File: src/rtl/core/tts_pkg.sv
// Shared types, constants and the arctangent table for the twist to steer/speed unit.
package tts_pkg;

    localparam int CORDIC_STAGES_DEF = 16;
    localparam int TABLE_LEN         = 24;

    localparam int VEL_W  = 16;
    localparam int WB_W   = 16;
    localparam int ANG_W  = 16;
    localparam int Y0_W   = 31;
    localparam int XY_W   = 34;
    localparam int Z_W    = 33;
    localparam int ATAN_W = 30;
    localparam int INV_W  = 30;
    localparam int PROD_W = 63;
    localparam int AQ_W   = 15;
    localparam int IDX_W  = 2;

    localparam logic [IDX_W-1:0] REG_BASE_LEN     = 2'd0;
    localparam logic [IDX_W-1:0] REG_STEER_OFFSET = 2'd1;

    localparam logic [WB_W-1:0]   BASE_LEN_RST   = 16'd4096;
    localparam logic [INV_W-1:0]  INV_GAIN_Q30   = 30'd652032874;
    localparam logic [Z_W-1:0]    LIMIT_155_Q30  = 33'd1664299827;
    localparam logic [AQ_W-1:0]   HALF_PI_Q13    = 15'd12868;

    localparam logic [ATAN_W-1:0] ATAN_TAB [TABLE_LEN] = '{
        30'h3243F6A8, 30'h1DAC6705, 30'h0FADBAFC, 30'h07F56EA6, 30'h03FEAB76, 30'h01FFD55B,
        30'h00FFFAAA, 30'h007FFF55, 30'h003FFFEA, 30'h001FFFFD, 30'h000FFFFF, 30'h0007FFFF,
        30'h0003FFFF, 30'h0001FFFF, 30'h0000FFFF, 30'h00007FFF, 30'h00003FFF, 30'h00001FFF,
        30'h00000FFF, 30'h000007FF, 30'h000003FF, 30'h000001FF, 30'h000000FF, 30'h0000007F
    };

    // Rotation state of one CORDIC step.
    typedef struct packed {
        logic signed [XY_W-1:0] x;
        logic signed [XY_W-1:0] y;
        logic signed [Z_W-1:0]  z;
    } cordic_t;

    // Per-request facts carried alongside the rotation.
    typedef struct packed {
        logic signed [VEL_W-1:0] v;
        logic [Y0_W-1:0]         y0;
        logic                    v_neg;
        logic                    w_neg;
        logic                    w_zero;
        logic                    v_zero;
        logic                    y_zero;
    } side_t;

endpackage

File: src/rtl/core/tts_cordic_stage.sv
// One registered CORDIC vectoring stage with its valid bit and side information.
module tts_cordic_stage #(
    parameter int SHIFT = 0
) (
    input  logic               aclk,
    input  logic               aresetn,
    input  logic               en,
    input  logic               in_valid,
    input  tts_pkg::cordic_t   in_cor,
    input  tts_pkg::side_t     in_side,
    output logic               out_valid,
    output tts_pkg::cordic_t   out_cor,
    output tts_pkg::side_t     out_side
);

    logic               valid_reg;
    tts_pkg::cordic_t   cor_reg;
    tts_pkg::cordic_t   cor_next;
    tts_pkg::side_t     side_reg;

    always_comb begin
        logic signed [tts_pkg::XY_W-1:0] dx;
        logic signed [tts_pkg::XY_W-1:0] dy;
        logic signed [tts_pkg::Z_W-1:0]  da;
        dx = in_cor.y >>> SHIFT;
        dy = in_cor.x >>> SHIFT;
        da = signed'({{(tts_pkg::Z_W-tts_pkg::ATAN_W){1'b0}}, tts_pkg::ATAN_TAB[SHIFT]});
        // Rotate toward the x axis: the sign of y picks the direction.
        if (!in_cor.y[tts_pkg::XY_W-1]) begin
            cor_next.x = in_cor.x + dx;
            cor_next.y = in_cor.y - dy;
            cor_next.z = in_cor.z + da;
        end else begin
            cor_next.x = in_cor.x - dx;
            cor_next.y = in_cor.y + dy;
            cor_next.z = in_cor.z - da;
        end
    end

    always_ff @(posedge aclk) begin
        if (!aresetn) begin
            valid_reg <= 1'b0;
        end else if (en) begin
            valid_reg <= in_valid;
        end
    end

    always_ff @(posedge aclk) begin
        if (en) begin
            cor_reg  <= cor_next;
            side_reg <= in_side;
        end
    end

    assign out_valid = valid_reg;
    assign out_cor   = cor_reg;
    assign out_side  = side_reg;

endmodule

File: config.mk
export PLATFORM = sky130hd
export DESIGN_NAME = tts_cordic_stage
export DESIGN_NICKNAME = d
export VERILOG_FILES = /design/src/rtl/core/tts_pkg.sv /design/src/rtl/core/tts_cordic_stage.sv
export SDC_FILE = /design/constraint.sdc
export NUM_CORES = 1
export LEC_CHECK = 0
export BUFFER_PORTS_ARGS = -buffer_cell sky130_fd_sc_hd__buf_4
export CORE_MARGIN = 10
export CORE_UTILIZATION = 55
export DETAILED_ROUTE_END_ITERATION = 10
export PLACE_DENSITY = 0.8
export SLEW_MARGIN = 20
export SYNTH_ARGS = -nofsm -noshare
export SYNTH_HDL_FRONTEND = slang
export SYNTH_SLANG_ARGS = --single-unit
File: constraint.sdc
create_clock -name aclk -period 4.47 [get_ports aclk]
set_input_delay 0.447 -clock aclk [delete_from_list [all_inputs] [get_ports aclk]]
set_output_delay 0.447 -clock aclk [all_outputs]
set_load 0.03 [all_outputs]
Word-level counts from Yosys, hierarchy flattened
Cells that the tools add are included.
- output and inout bits: 154
- register bits: 154
- mux-type cells: 1
- add/subtract/negate cells: 5
- operators with widths (kind ; number):
    2-to-1 mux 101 bit ; 1
    subtractor 34 bit ; 2
    adder 34 bit ; 1
    adder 33 x 31 -> 33 bit (second input constant) ; 1
    subtractor 33 x 31 -> 33 bit (second input constant) ; 1

Logic depth before layout (Yosys ltp)
- word-level depth: 2
- mapped depth: 15

Least setup slack after synthesis
OpenSTA, ideal clock, no wires.
- path kind: input -> register
- start point: input port in_cor[66] (netlist bit)
- end point: register cor_reg (netlist bit out_cor[31]) (data pin)
- cell stages on the path: 15
- setup time: 0.258 ns
- slack: 0.996 ns
- data required time: 4.212 ns
- data arrival time: 3.217 ns
- cell sequence: clkbuf_1 inv_1 buf_4 buf_4 ha_1 clkbuf_1 a21oi_1 o21ai_1 or3b_1 o221a_2 a221o_1 o221ai_1 o21ai_1 a21oi_1 xnor2_1
- RTL lines (element ; line ; source):
    start, declared ; tts_cordic_stage.sv:9 ; input tts_pkg::cordic_t in_cor,
    end signal, assigned ; tts_cordic_stage.sv:50 ; cor_reg <= cor_next;
    end, declared ; tts_cordic_stage.sv:17 ; tts_pkg::cordic_t cor_reg;

==> results.txt <==
Post-DP HPWL: 31870 um
Status: completed
CTS tree: done
Remaining DRCs: 0
GRT Total Usage: 0.2759
Syn_area_per_cell: 9.499 sq um
Crit Path Max Fanout: 14
H-tree levels: 4
Cell taking the most area after synthesis: edfxtp_1
Worst Setup Start Kind: input pin
Sequential area share after synthesis: 0.3858
TritonCTS buffer count: 17
Maximum root-to-sink buffer count: 2
Top cell family by delay on the critical path: compound AO/OA/AOI/OAI gates
Maximum vdd drop: 257.7 uV
DR pass1 iterations: 6
Clock transition at the registers of the reported paths: 0.08 ns
Flop pwr share: 0.355
Hold Buf Count CTS: 0
Most common cell in the netlist: edfxtp_1
Die area: 27880 sq um
Die X: 167.0 um
Port Buffers: 310
I/O pins: 311
Vias: 10970
Worst reg2reg path startpoint: out_valid$_SDFFE_PN0P_
Worst Path Arrival: 3.45 ns
R2R Setup Slk: 3.82 ns
Root buffer selected by CTS: clkbuf_16
Cell Count, Final, Fillers Out: 1825
Setup violations, final: 0
Clock Power Share: 0.274
Commonest cells post-synth: edfxtp_1 (152), a21oi_1 (142), ha_1 (128), inv_1 (103), nor2_1 (99)
Reg2Reg Depth: 2
Fin Clk Skew: 0 ns
Rows: 53
Starting Density: 0.5617
Fin crit share: 0.7339
DRT antenna net count: 0
Area delta synth->final: 25.99%
First-pass GRT wire length: 61530 um
Worst path cell trace: buf_4 -> inv_1 -> ha_1 -> inv_2 -> a21oi_2 -> o221ai_2 -> or4_1 -> o211ai_2 -> a21oi_4 -> a221oi_2 -> o221ai_2 -> xnor2_1
Max transition margin: 0.3646
RSZ-0062 raised after global routing: no
Cells after synthesis: 1251
GRT overflow: 0
Synth area leaders: edfxtp_1 (38%), ha_1 (13%), a21oi_1 (6.0%), xnor2_1 (5.3%), inv_1 (3.3%)
Worst-margin pin slew: 0.9531 ns
Post-CTS resize count: 0
Core Box Area: 21150 sq um
Min-delay src: in_side[33]
Routed wire length: 40530 um
DP Cell Count: 1791
Drt initial violations: 1045
Via density per instance: 6.010
Comb pwr share: 0.371
Crit path depth: 12
Int Power: 0.003324 W
WL/cell: 22.21 um
Initial antenna violation count: 1
Worst-Skew Late Latency: 0.43 ns
Worst r2r dst: out_valid$_SDFFE_PN0P_
Pleak: 6.660 nW
Crit path time final: 3.280 ns
Sw Ratio: 0.3786
Share of the synthesized area in the top cell type: 0.3841
Syn Nets: 1540
Ys flop type: edfxtp_1
EDFF count, synth: 152
Placer Congestion: 0.9368
Critical Path RT: 4.64 ns
Clock sink count: 153
NumNets Final: 1824
Postcts setup bufs: 0
Crit path capture: out_cor[63]$_DFFE_PP_
P_sw: 0.002025 W
Endpoints failing hold: 0
Number of max-cap violations: 0
Number of global-route vias before repair: 10570
Post-Synthesis Cell Area: 11880 sq um
Slowest cell on crit path: ha_1
Max Slew Vio Count: 0
HP Class: in2reg
Worst setup path class: in2reg
PwrDens: 357.3 nW/um^2
Worst path bufs/invs: 3
Largest net degree at the start of global routing: 98
TNS Setup: 0 ns
Crit-path most repeated cell: o221ai_2
Synthesis Warnings: 0
Chip height: 167.0 um
#FFs+latches synth: 153
Yosys cell types: 80
Fraction of layout cells with a size suffix above 1: 0.2422
Worst setup startpoint: in_cor[44]
Async set-reset flop share out of synthesis: 0
Max Fclk: 304.8 MHz
CP peak stage delay: 0.63 ns
Worst setup EP type: flip-flop
cell usage in the layout, fill, tap and decap left out, drive strengths merged, types with 20 or more instances in the layout:
cell type  synthesis  final
buf               26    315
edfxtp           152    152
a21oi            145    145
ha               128    128
inv              107    115
nor2             100    100
o21ai             77     77
xnor2             72     72
nand2             63     63
a21o              33     33
o21bai            28     28
nor3              26     26
nor2b             23     23
mux2i             20     20
power groups by stage:
stage	sequential (W)	combinational, W	clock [W]
after global placement	0.00192	0.00194	0
after detailed placement	0.00193	0.00196	0
final	0.00190	0.00199	0.00147
after CTS	0.00190	0.00197	0.00148
after floorplan	0.00231	0.000837	0
after global routing	0.00192	0.00212	0.00154
registers in the layout, summed over array words and instances (netlist names):
signal     flops
out_valid      1
out_side      52
out_cor      100
worst reg2reg max path, stage by stage, from the launching register on:
cell and delay, ns:
dfxtp_1 0.34, mux2i_1 0.07, nor2b_1 0.16
worst min-delay path by stage:
| stage | to | slack, ns | depth (start not counted) |
|---|---|---|---|
| after floorplan | out_cor[0]$_DFFE_PP_ | 0.55 | 0 |
| after global placement | out_valid$_SDFFE_PN0P_ | 0.50 | 2 |
| after detailed placement | out_valid$_SDFFE_PN0P_ | 0.54 | 2 |
| after CTS | out_side[33]$_DFFE_PP_ | 0.17 | 1 |
| after global routing | out_side[40]$_DFFE_PP_ | 0.16 | 1 |
| final | out_side[33]$_DFFE_PP_ | 0.18 | 1 |
cell families (layout without fill, tap and decap cells):
family                     Yosys count  after routing  share of synthesized area
and+or+nand+nor                    294            294                     0.1192
xor gates and xnor gates            89             89                    0.06560
other                                0              2                          0
AOI/OAI and AO/OA                  402            402                     0.2169
buffers and inverters              161            458                    0.05412
adders and majority gates          132            132                     0.1415
muxes                               20             20                    0.01685
DFF                                153            153                     0.3858
area by class of cell:
class	count	area (sq um)
Multi-Input combinational cell	937	6655
Fill cell	1653	6183
Sequential cell	153	4584
Timing Repair Buffer	315	2369
Clock buffer	17	425.4
Inverter	111	416.7
Tap cell	275	344.1
Clock inverter	15	171.4
Antenna cell	2	5.005
per-layer routing:
layer,track usage,routed length (um),part of all wire
met4,0.09851,1161,0.029
met2,0.4641,19790,0.49
met3,0.05719,3179,0.078
met1,0.3427,16390,0.40
met5,0,0,0
stage by stage:
stage               worst slack [ns]  hold slack (ns)    util  power (W)  area, sq um
floorplan                     0.9957           0.5459       -   0.003149        11880
global placement              0.8418           0.5031  0.6792   0.003864        14370
detailed placement            0.8552           0.5356  0.6792   0.003886        14370
CTS                            1.304           0.1717  0.7075   0.005349        14970
global route                   1.012           0.1635  0.7075   0.005578        14970
finish                         1.190           0.1804  0.7077   0.005349        14970
No activity file was read; power rests on OpenSTA's default activity.
